===== config.mk =====
export PLATFORM = sky130hd
export DESIGN_NAME = packed_int_string_deframer_top
export DESIGN_NICKNAME = d
export VERILOG_FILES = /design/src/rtl/pisd_pkg.sv /design/src/rtl/pisd_core.sv /design/src/rtl/packed_int_string_deframer_top.sv
export SDC_FILE = /design/constraint.sdc
export NUM_CORES = 1
export LEC_CHECK = 0
export ABC_AREA = 1
export BUFFER_PORTS_ARGS = -buffer_cell sky130_fd_sc_hd__buf_2
export CAP_MARGIN = 20
export CORE_ASPECT_RATIO = 1.2
export CORE_MARGIN = 4
export CORE_UTILIZATION = 54
export CTS_CLUSTER_DIAMETER = 40
export DETAILED_ROUTE_END_ITERATION = 10
export PLACE_DENSITY = 0.81
export SETUP_SLACK_MARGIN = 0.3
export SLEW_MARGIN = 15
export SYNTH_ARGS = -nofsm -noshare
export SYNTH_HDL_FRONTEND = slang
export SYNTH_HIERARCHICAL = 1
export SYNTH_SLANG_ARGS = --single-unit
export TNS_END_PERCENT = 10

===== constraint.sdc =====
create_clock -name i_clk -period 8.3 [get_ports i_clk]
set_clock_uncertainty 0.1 [all_clocks]
set_input_delay 1.245 -clock i_clk [delete_from_list [all_inputs] [get_ports i_clk]]
set_output_delay 1.245 -clock i_clk [all_outputs]
set_load 0.02 [all_outputs]

===== src/rtl/pisd_pkg.sv =====
// ----------------------------------------------------------------------------
// pisd_pkg
// Shared types and codes for the packed integer / string deframer.
// ----------------------------------------------------------------------------
package pisd_pkg;

    // deframer phase codes
    localparam logic [1:0] PH_IDLE   = 2'd0;
    localparam logic [1:0] PH_PREFIX = 2'd1;
    localparam logic [1:0] PH_PASS   = 2'd2;
    localparam logic [1:0] PH_SKIP   = 2'd3;

    // configuration register indexes
    localparam logic CFG_PARSE_MODE = 1'b0;
    localparam logic CFG_WIDE_BYTES = 1'b1;

    localparam logic PARSE_MODE_RST = 1'b1;
    localparam logic [2:0] WIDE_BYTES_RST = 3'd2;

    localparam int CFG_DATA_W = 3;
    localparam int OUT_DATA_W = 40;
    localparam int OUT_USER_W = 3;

    typedef struct packed {
        logic       parse_mode;
        logic [2:0] wide_char_bytes;
    } t_cfg;

    typedef struct packed {
        logic [7:0]         payload_byte;
        logic               payload_valid;
        logic               string_done;
        logic               wide_skipped;
        logic signed [31:0] int_value;
        logic               int_valid;
    } t_result;

endpackage


===== src/rtl/pisd_core.sv =====
// ----------------------------------------------------------------------------
// pisd_core
// Per-byte deframer state: prefix decode, string pass-through and wide skip.
// ----------------------------------------------------------------------------
module pisd_core import pisd_pkg::*; (
    input  logic       i_clk,
    input  logic       i_rst_n,
    input  logic       i_step,
    input  logic [7:0] i_byte,
    input  t_cfg       i_cfg,
    output t_result    o_res,
    output logic       o_res_valid
);

    logic [1:0]  r_phase, n_phase;
    logic [31:0] r_acc, n_acc;
    logic [2:0]  r_idx, n_idx;
    logic        r_neg, n_neg;
    logic [31:0] r_rem, n_rem;

    logic        w_done;
    logic [1:0]  w_phase_nxt;
    logic [4:0]  w_shift;
    logic [31:0] w_value;
    logic [31:0] w_cnt;
    logic [31:0] w_rem_dec;

    always_comb begin
        unique case (r_idx)
            3'd1:    w_shift = 5'd6;
            3'd2:    w_shift = 5'd13;
            3'd3:    w_shift = 5'd20;
            default: w_shift = 5'd27;
        endcase
    end

    always_comb begin
        w_phase_nxt = r_phase;
        n_acc       = r_acc;
        n_idx       = r_idx;
        n_neg       = r_neg;
        w_done      = 1'b0;
        unique case (r_phase)
            PH_IDLE: begin
                n_acc = {26'd0, i_byte[5:0]};
                n_neg = i_byte[7];
                n_idx = 3'd1;
                if (i_byte[6]) begin
                    w_phase_nxt = PH_PREFIX;
                end else begin
                    w_done = 1'b1;
                end
            end
            PH_PREFIX: begin
                n_acc = r_acc | ({25'd0, i_byte[6:0]} << w_shift);
                n_idx = r_idx + 3'd1;
                // fifth byte always ends the prefix
                if (!(i_byte[7] && n_idx < 3'd5)) begin
                    w_done = 1'b1;
                end
            end
            default: ;
        endcase
    end

    assign w_value   = n_neg ? (32'd0 - n_acc) : n_acc;
    assign w_cnt     = 32'(w_value * {29'd0, i_cfg.wide_char_bytes});
    assign w_rem_dec = r_rem - 32'd1;

    always_comb begin
        o_res       = '0;
        o_res_valid = 1'b0;
        n_rem       = r_rem;
        n_phase     = w_phase_nxt;
        if (r_phase == PH_PASS || r_phase == PH_SKIP) begin
            n_rem = w_rem_dec;
            if (r_phase == PH_PASS) begin
                o_res.payload_byte  = i_byte;
                o_res.payload_valid = 1'b1;
                o_res_valid         = 1'b1;
            end
            if (w_rem_dec == 32'd0) begin
                n_phase           = PH_IDLE;
                o_res.string_done = 1'b1;
                o_res_valid       = 1'b1;
                if (r_phase == PH_SKIP) begin
                    o_res.wide_skipped = 1'b1;
                end
            end
        end else if (w_done) begin
            n_phase = PH_IDLE;
            if (!i_cfg.parse_mode) begin
                o_res.int_value = w_value;
                o_res.int_valid = 1'b1;
                o_res_valid     = 1'b1;
            end else if (w_value == 32'd0) begin
                o_res.string_done = 1'b1;
                o_res_valid       = 1'b1;
            end else if (!w_value[31]) begin
                // zero skip count ends the skipped string right here
                if (w_cnt == 32'd0) begin
                    o_res.string_done  = 1'b1;
                    o_res.wide_skipped = 1'b1;
                    o_res_valid        = 1'b1;
                end else begin
                    n_rem   = w_cnt;
                    n_phase = PH_SKIP;
                end
            end else begin
                n_rem   = 32'd0 - w_value;
                n_phase = PH_PASS;
            end
        end
    end

    always_ff @(posedge i_clk) begin
        if (!i_rst_n) begin
            r_phase <= PH_IDLE;
            r_acc   <= '0;
            r_idx   <= '0;
            r_neg   <= 1'b0;
            r_rem   <= '0;
        end else if (i_step) begin
            r_phase <= n_phase;
            r_acc   <= n_acc;
            r_idx   <= n_idx;
            r_neg   <= n_neg;
            r_rem   <= n_rem;
        end
    end

    a_prefix_idx: assert property (@(posedge i_clk) disable iff (!i_rst_n)
        r_phase == PH_PREFIX |-> (r_idx >= 3'd1 && r_idx <= 3'd4))
        else $error("prefix byte index out of range");

    a_count_live: assert property (@(posedge i_clk) disable iff (!i_rst_n)
        (r_phase == PH_PASS || r_phase == PH_SKIP) |-> r_rem != 32'd0)
        else $error("pass or skip phase with zero count");

    a_one_kind: assert property (@(posedge i_clk) disable iff (!i_rst_n)
        o_res_valid && o_res.int_valid |-> !o_res.payload_valid && !o_res.string_done)
        else $error("integer result mixed with string result");

endmodule


===== src/rtl/packed_int_string_deframer_top.sv =====
// ----------------------------------------------------------------------------
// packed_int_string_deframer_top
// Decodes sign-magnitude packed integers from a byte stream and, in string
// mode, uses them as length prefixes for pass-through or skipped strings.
// ----------------------------------------------------------------------------
//  channel   direction  width   contents
//  s_*       in         8       data_byte
//  m_*       out        40+1+3  payload_byte, int_value, string_done, flags
//  cfg_*     in         1+3     parse_mode, wide_char_bytes
//
//  one byte accepted per cycle while m_* is not stalled; each result is
//  presented from the output register
//  bytes are held in an input register, worked on, and results land in an
//  output register; backpressure on m_* stalls the input register
//  reset is synchronous and active low; config returns to string mode, width 2
// ----------------------------------------------------------------------------
module packed_int_string_deframer_top import pisd_pkg::*; (
    input  logic                  i_clk,
    input  logic                  i_rst_n,
    // slave stream: [7:0] data_byte
    input  logic                  i_s_tvalid,
    output logic                  o_s_tready,
    input  logic [7:0]            i_s_tdata,
    // master stream: [7:0] payload_byte, [39:8] int_value
    output logic                  o_m_tvalid,
    input  logic                  i_m_tready,
    output logic [OUT_DATA_W-1:0] o_m_tdata,
    output logic                  o_m_tlast,
    // tuser: [0] payload_valid, [1] wide_skipped, [2] int_valid
    output logic [OUT_USER_W-1:0] o_m_tuser,
    // configuration write port
    input  logic                  i_cfg_we,
    input  logic                  i_cfg_index,
    input  logic [CFG_DATA_W-1:0] i_cfg_data
);

    t_cfg       r_cfg;
    logic       r_in_valid;
    logic [7:0] r_in_byte;
    logic       r_out_valid;
    t_result    r_out;

    logic       w_fire;
    t_result    w_res;
    logic       w_res_valid;

    assign w_fire     = r_in_valid && (!r_out_valid || i_m_tready);
    assign o_s_tready = !r_in_valid || w_fire;

    always_ff @(posedge i_clk) begin
        if (!i_rst_n) begin
            r_cfg.parse_mode      <= PARSE_MODE_RST;
            r_cfg.wide_char_bytes <= WIDE_BYTES_RST;
        end else if (i_cfg_we) begin
            unique case (i_cfg_index)
                CFG_PARSE_MODE: r_cfg.parse_mode      <= i_cfg_data[0];
                CFG_WIDE_BYTES: r_cfg.wide_char_bytes <= i_cfg_data;
                default: ;
            endcase
        end
    end

    always_ff @(posedge i_clk) begin
        if (!i_rst_n) begin
            r_in_valid <= 1'b0;
        end else if (o_s_tready) begin
            r_in_valid <= i_s_tvalid;
        end
    end

    always_ff @(posedge i_clk) begin
        if (o_s_tready && i_s_tvalid) begin
            r_in_byte <= i_s_tdata;
        end
    end

    pisd_core u_core (
        .i_clk       (i_clk),
        .i_rst_n     (i_rst_n),
        .i_step      (w_fire),
        .i_byte      (r_in_byte),
        .i_cfg       (r_cfg),
        .o_res       (w_res),
        .o_res_valid (w_res_valid)
    );

    always_ff @(posedge i_clk) begin
        if (!i_rst_n) begin
            r_out_valid <= 1'b0;
        end else if (w_fire) begin
            r_out_valid <= w_res_valid;
        end else if (i_m_tready) begin
            r_out_valid <= 1'b0;
        end
    end

    always_ff @(posedge i_clk) begin
        if (w_fire && w_res_valid) begin
            r_out <= w_res;
        end
    end

    assign o_m_tvalid = r_out_valid;
    assign o_m_tdata  = {r_out.int_value, r_out.payload_byte};
    assign o_m_tlast  = r_out.string_done;
    assign o_m_tuser  = {r_out.int_valid, r_out.wide_skipped, r_out.payload_valid};

    a_in_hold: assert property (@(posedge i_clk) disable iff (!i_rst_n)
        r_in_valid && !w_fire |=> r_in_valid && $stable(r_in_byte))
        else $error("input register lost a byte while stalled");

    a_skip_ends: assert property (@(posedge i_clk) disable iff (!i_rst_n)
        o_m_tvalid && o_m_tuser[1] |-> o_m_tlast && !o_m_tuser[0])
        else $error("skipped flag without a string end");

    a_pad_zero: assert property (@(posedge i_clk) disable iff (!i_rst_n)
        o_m_tvalid && !o_m_tuser[0] |-> o_m_tdata[7:0] == 8'd0)
        else $error("payload byte set without payload valid");

endmodule

==> results of run 1 <==
cell usage in the layout, fill, tap and decap left out, drive strengths merged, types with 38 or more instances in the layout:
cell	netlist	final
xor2	44	44
inv	274	284
nor2	245	245
nand2	547	547
ha	38	38
a21oi	95	95
o21ai	110	110
nand4	45	45
edfxtp	52	52
nand3	140	140
dfxtp	76	76
buf	28	82
Yosys cell counts (3+ instances only):
library cell and count:
xor2_2 4, xnor2_1 12, or2_2 4, inv_2 19, nor2_2 13, o21ai_1 10
fa_1 30, a21oi_1 90, ha_1 38, clkbuf_1 36, nor2_1 226, a21oi_2 4
nand3_1 134, a21boi_0 4, dfxtp_1 76, o21bai_1 6, buf_6 6, a31oi_1 14
nor4_1 8, inv_1 254, buf_2 11, nor3_1 17, o21ai_0 97, nor2_4 6
nand2_1 521, clkinv_1 4, buf_1 9, o211ai_1 8, nand4_1 45, nand3b_1 3
edfxtp_1 52, nand2_4 3, nand2_2 22, xor2_1 40, nand3_2 5
power by group through the flow:
| stage | Clock (mW) | Combinational [mW] | Sequential, mW |
|---|---|---|---|
| after floorplan | 0 | 0.944 | 0.724 |
| after global placement | 0 | 1.20 | 0.725 |
| after detailed placement | 0 | 1.23 | 0.726 |
| after CTS | 0.794 | 1.24 | 0.713 |
| after global routing | 0.826 | 1.43 | 0.716 |
| final | 0.790 | 1.28 | 0.713 |
tightest hold or removal path: stages, from the launching register on:
cell,delay [ns]
dfxtp_1,0.33
nor2_1,0.05
nor2_1,0.08
worst max-delay path by stage:
stage                                       startpoint                      end  cells after the start  slack [ns]
after global placement    u_core/r_idx[0]$_SDFFE_PN0P_  o_m_tdata[39]$_DFFE_PP_                     43        0.66
after floorplan           u_core/r_idx[0]$_SDFFE_PN0P_   o_m_tdata[0]$_DFFE_PP_                     43        0.55
after detailed placement  u_core/r_idx[0]$_SDFFE_PN0P_  o_m_tdata[10]$_DFFE_PP_                     43        0.55
after global routing      u_core/r_idx[0]$_SDFFE_PN0P_  o_m_tdata[17]$_DFFE_PP_                     44        0.28
after CTS                 u_core/r_idx[0]$_SDFFE_PN0P_  o_m_tdata[15]$_DFFE_PP_                     43        0.54
final                     u_core/r_idx[0]$_SDFFE_PN0P_  o_m_tdata[17]$_DFFE_PP_                     44        0.85
flip-flops by register name (all words and copies together) (netlist names):
signal          count
o_m_tuser           3
r_in_valid          1
u_core/r_acc       32
o_m_tlast           1
u_core/r_rem       32
u_core/r_neg        1
o_m_tdata          40
u_core/r_idx        3
u_core/r_phase      2
o_m_tvalid          1
r_in_byte           8
r_cfg               4
final cells by class:
cell class,instances,area share (%)
Clock inverter,15,1.427
Clock buffer,17,3.256
Multi-Input combinational cell,1389,57.20
Inverter,279,8.045
Sequential cell,128,23.61
Tap cell,274,2.624
Timing Repair Buffer,83,3.841
cell families after synthesis:
group / count (synthesis) / share of synthesized area [%]
buffers and inverters: 343 / 11.57
adders and majority gates: 68 / 9.069
DFF: 128 / 25.98
AOI/OAI and AO/OA: 249 / 11.66
xor gates and xnor gates: 58 / 4.661
and+or+nand+nor: 1014 / 37.06
per-stage QoR:
stage	area (um2)	utilization, %	worst slack, ns
after CTS	12940	59.85	0.5383
after floorplan	11870	-	0.5500
after global routing	13060	60.40	0.2800
final	13060	60.40	0.8464
after global placement	12330	57.02	0.6572
after detailed placement	12330	57.02	0.5516
routing by layer:
layer | vias up | track usage, % | wire length [um]
met2 | 569 | 51.31 | 17640
met1 | 5729 | 36.81 | 14530
met3 | 134 | 4.160 | 2519
li1 | 6011 | - | -
met5 | - | 0 | 0
met4 | 0 | 14.70 | 1859
timing repair:
item	CTS	global route
endpoints found under the hold margin	0	0
hold buffers	0	0
setup buffers	0	5
gates resized for setup	0	10
setup endpoints to repair	0	78
==> impl_metrics.json, run 1 <==
{
  "worst_hold_slack_ns": 0.3864,
  "rows": 59,
  "path_common_cell": "nand2_1",
  "ys_types": 56,
  "avgRoutedWirePerCell_um": 16.73,
  "drt_pass1_iterations": 8,
  "path_clk_slew_ns": 0.07,
  "r2r_cells": 44,
  "seq_power_share_pct": 25.6,
  "ys.flop_type": "dfxtp_1",
  "synthesis.nets": 1945,
  "grt_pass1_wl_um": 58440,
  "path_buf_inv": 8,
  "crit_arrival_ns": 7.49,
  "synth_area_leader_cell": "nand2_1",
  "core_area_um2": 21630,
  "outcome": "finished, final reports clean",
  "cpLargestDelayFamily": "simple AND/OR/NAND/NOR gates",
  "area_growth_pct": 10.10,
  "timing.fmax_mhz": 134.2,
  "ios": 63,
  "cts_sinks": 128,
  "comb_power_share_pct": 46.0,
  "synthCells": 1860,
  "drt_iter0_drc": 1298,
  "antenna_found_initial": 0,
  "leakage_nw": 6.596,
  "route.detailed.drc": 0,
  "synth-async-reset-ratio_pct": 0,
  "reg2reg_from": "u_core/r_idx[0]$_SDFFE_PN0P_",
  "hold_viol": 0,
  "cts_inserted_buffers": 17,
  "worst_r2r_endpoint": "o_m_tdata[17]$_DFFE_PP_",
  "grt_setup_unrepaired": "no",
  "fin_cells": 2185,
  "design_power_total_mw": 2.783,
  "cpPeakStageDelay_ns": 0.51,
  "nets": 1983,
  "netlist_area_um2": 11870,
  "antenna_cells": 0,
  "relSlewSlack_pct": 38.22,
  "cap_violations": 0,
  "yosysSeqAreaShare_pct": 25.98,
  "routed_wl_um": 36550,
  "dp_cells": 2146,
  "grt_overflow": 0,
  "antenna_left": 0,
  "switching_power_mw": 1.260,
  "cts_root_buf": "clkbuf_16",
  "worstSetupEndpointType": "register",
  "slew_violations": 0,
  "setup-tns-final_ns": 0,
  "ctsHtreeMaxLevel": 4,
  "die_y_um": 170.4,
  "layout-drive-gt1-share_pct": 11.30,
  "synthTopCellsByArea": "nand2_1 (16%), edfxtp_1 (13%), dfxtp_1 (13%), inv_1 (8.0%), nor2_1 (7.1%)",
  "peakVddDrop_mv": 0.1501,
  "rrSetupSlack_ns": 0.85,
  "p_int_mw": 1.523,
  "pwr_density_cell_nw_per_um2": 213.0,
  "gp_congestion": 0.9703,
  "p_clk_share_pct": 28.4,
  "grt_max_degree": 90,
  "path_max_fanout": 11,
  "fp.dieW_um": 143.3,
  "dp_hpwl_um": 27500,
  "seqCellArea_um2": 3084,
  "portBuffers": 62,
  "fin_crit_ns": 7.454,
  "clock_latency_ns": 0.44,
  "min_to": "r_cfg[0]$_SDFFE_PN0P_",
  "hold_depth": 2,
  "multiInputGateArea_um2": 7472,
  "switching_share_pct": 45.29,
  "yosysWarnings": 6,
  "start_util_pct": 54.86,
  "synth-seq-cells": 128,
  "via_count": 12440,
  "setup_violations": 0,
  "synth_edf_count": 52,
  "n_fill_cell": 1994,
  "track_usage_pct": 29.92,
  "start_kind": "register",
  "dieArea_um2": 24420,
  "fin_crit_sh_pct": 89.80,
  "cts_tree": "done",
  "syn_area_per_cell_um2": 6.379,
  "worstMarginPinSlew_ns": 0.9267,
  "path_class": "reg -> reg",
  "clockBufferDepth": 2,
  "grt_pass1_vias": 11720,
  "vias_per_cell": 5.695,
  "cp_data_required_time_ns": 8.34,
  "hp-start": "r_cfg[0]$_SDFFE_PN0P_",
  "synth.top_cell.area_share_pct": 16.48,
  "hold_path_class": "reg -> reg",
  "crit_slowest_cell": "fa_1"
}
(Power assumes the default switching activity.)
==> inputs of run 2 (changes only) <==
PLACE_DENSITY = 0.76   (was 0.81)
clock period = 8.4 ns   (was 8.3 ns; I/O delays follow)
==> run 2 against run 1 <==
  * Die area unchanged
  * Combinational power is essentially flat
  * Sequential share of layout area rose by 0.19 points
  * Cell area down 0.80%
  * Global-route usage down 0.30 points
  * Routed wire length down 1.1%
  * Total power shrank 3.1%
  * Utilization shrank 0.49 points
  * Non-clock buffer count decreased by 5
  * Setup slack better by 0.0055 ns
  * Maximum frequency decreased by 1.3%
  * Via count decreased by 1.5%
  * Critical endpoint is now o_m_tdata[18]$_DFFE_PP_
  * Largest cell class unchanged
  * Largest power group unchanged
==> impl_metrics.json, run 2 (same netlist as run 1, synthesis figures left out) <==
{
  "path_class": "reg -> reg",
  "slew_violations": 0,
  "hold_path_class": "reg -> reg",
  "largest_register_ffs": 40,
  "dp_cells": 2145,
  "worst_r2r_endpoint": "o_m_tdata[18]$_DFFE_PP_",
  "grt_pass1_wl_um": 57780,
  "clock_latency_ns": 0.43,
  "cts_sinks": 128,
  "ctsHoldBuffers": 0,
  "design_power_total_mw": 2.697,
  "rows": 59,
  "path_common_cell": "nand2_1",
  "antenna_left": 0,
  "path_clk_slew_ns": 0.07,
  "setup_violations": 0,
  "dp_hpwl_um": 27310,
  "fin_crit_sh_pct": 89.86,
  "fin_util_pct": 59.91,
  "drt_pass1_iterations": 6,
  "relSlewSlack_pct": 37.30,
  "via_count": 12260,
  "track_usage_pct": 29.62,
  "grt_overflow": 0,
  "placed_area_um2": 12310,
  "grt_pass1_vias": 11540,
  "core_area_um2": 21630,
  "layout_common_cells": "nand2_1 (521), inv_1 (254), nor2_1 (225)",
  "worst_hold_slack_ns": 0.3847,
  "cp_data_required_time_ns": 8.41,
  "vias_per_cell": 5.624,
  "start_kind": "register",
  "cts_root_buf": "clkbuf_16",
  "fp.dieW_um": 143.3,
  "cap_violations": 0,
  "min_to": "u_core/r_rem[29]$_SDFFE_PN0P_",
  "leakage_nw": 6.549,
  "rrSetupSlack_ns": 0.85,
  "hold_viol": 0,
  "finalInstanceArea_um2": 12960,
  "worstMarginPinSlew_ns": 0.9405,
  "portBuffers": 62,
  "n_fill_cell": 2075,
  "cpPeakStageDelay_ns": 0.54,
  "area_growth_pct": 9.217,
  "start_util_pct": 54.86,
  "fin_crit_ns": 7.548,
  "fin_cells": 2180,
  "crit_arrival_ns": 7.56,
  "peakVddDrop_mv": 0.1437,
  "crit_slowest_cell": "fa_1",
  "drt_iter0_drc": 1192,
  "gp_congestion": 0.9974,
  "antenna_found_initial": 0,
  "fin_ws_ns": 0.8520,
  "ctsHtreeMaxLevel": 4,
  "antenna_cells": 0,
  "final_common_cell": "nand2_1",
  "setup-tns-final_ns": 0,
  "r2r_cells": 41,
  "routed_wl_um": 36130,
  "worstSetupEndpointType": "register",
  "clockBufferDepth": 2,
  "ios": 63,
  "dp_slack_ns": 0.6102,
  "dieArea_um2": 24420,
  "path_max_fanout": 44,
  "pwr_density_cell_nw_per_um2": 208.1,
  "grt_max_degree": 90,
  "reg2reg_from": "u_core/r_idx[0]$_SDFFE_PN0P_",
  "cts_inserted_buffers": 17,
  "timing.fmax_mhz": 132.5,
  "avgRoutedWirePerCell_um": 16.57,
  "hold_depth": 2,
  "grt_setup_unrepaired": "no",
  "nets": 1978,
  "cts_tree": "done",
  "route.detailed.drc": 0,
  "outcome": "finished, final reports clean",
  "hp-start": "u_core/r_rem[29]$_SDFFE_PN0P_",
  "layout-drive-gt1-share_pct": 10.97,
  "die_y_um": 170.4
}
run 2: cell types whose count changed in the layout (fill, tap and decap cells not counted), moves of 2 or more:
cell / delta
inv_6: +4
a21boi_1: +2
buf_4: -3
inv_8: -4
a21boi_0: -2
run 2: cell type report:
type / count / area (um2) / area share [%]
multi-input combinational: 1389 / 7462 / 57.58
clock buffer: 18 / 439.2 / 3.389
inverter: 279 / 1051 / 8.110
sequential: 128 / 3084 / 23.80
tap: 274 / 342.8 / 2.646
clock inverter: 14 / 136.4 / 1.052
timing repair buffer: 78 / 442.9 / 3.418
run 2: worst max path at each step:
stage,depth (start not counted),slack (ns),start,to
6_report,41,0.85,u_core/r_idx[0]$_SDFFE_PN0P_,o_m_tdata[18]$_DFFE_PP_
5_1_grt,42,0.26,u_core/r_idx[0]$_SDFFE_PN0P_,o_m_tdata[14]$_DFFE_PP_
4_1_cts,43,0.56,u_core/r_idx[0]$_SDFFE_PN0P_,o_m_tdata[12]$_DFFE_PP_
3_5_place_dp,43,0.61,u_core/r_idx[0]$_SDFFE_PN0P_,o_m_tdata[10]$_DFFE_PP_
3_3_place_gp,40,0.85,u_core/r_idx[0]$_SDFFE_PN0P_,o_m_tdata[5]$_DFFE_PP_
2_1_floorplan,43,0.65,u_core/r_idx[0]$_SDFFE_PN0P_,o_m_tdata[0]$_DFFE_PP_
run 2: metal layers:
| metal | wire length, um | share of wire (%) | track usage [%] |
|---|---|---|---|
| met4 | 1569 | 4.3 | 12.33 |
| met2 | 17310 | 48 | 50.94 |
| met3 | 2655 | 7.3 | 3.710 |
| met1 | 14600 | 40 | 37.52 |
| met5 | 0 | 0 | 0 |
run 2: timing repair:
item / in CTS / in global routing
setup buffers: 0 / 3
endpoints found under the setup margin: 0 / 73
resized for setup: 0 / 14
run 2: critical path, delay by kind of cell (launching register included):
family	cells	cell delay (ns)
simple gates	24	3.37
fa+ha+maj	4	1.31
buf+inv	6	0.92
compound gates	5	0.79
flops	1	0.38
xor+xnor	2	0.31
run 2: where the power goes:
| group | leakage, nW | internal, mW | switching (mW) |
|---|---|---|---|
| Clock | 0.284 | 0.402 | 0.337 |
| Combinational | 5.17 | 0.393 | 0.859 |
| Sequential | 1.10 | 0.679 | 0.0272 |
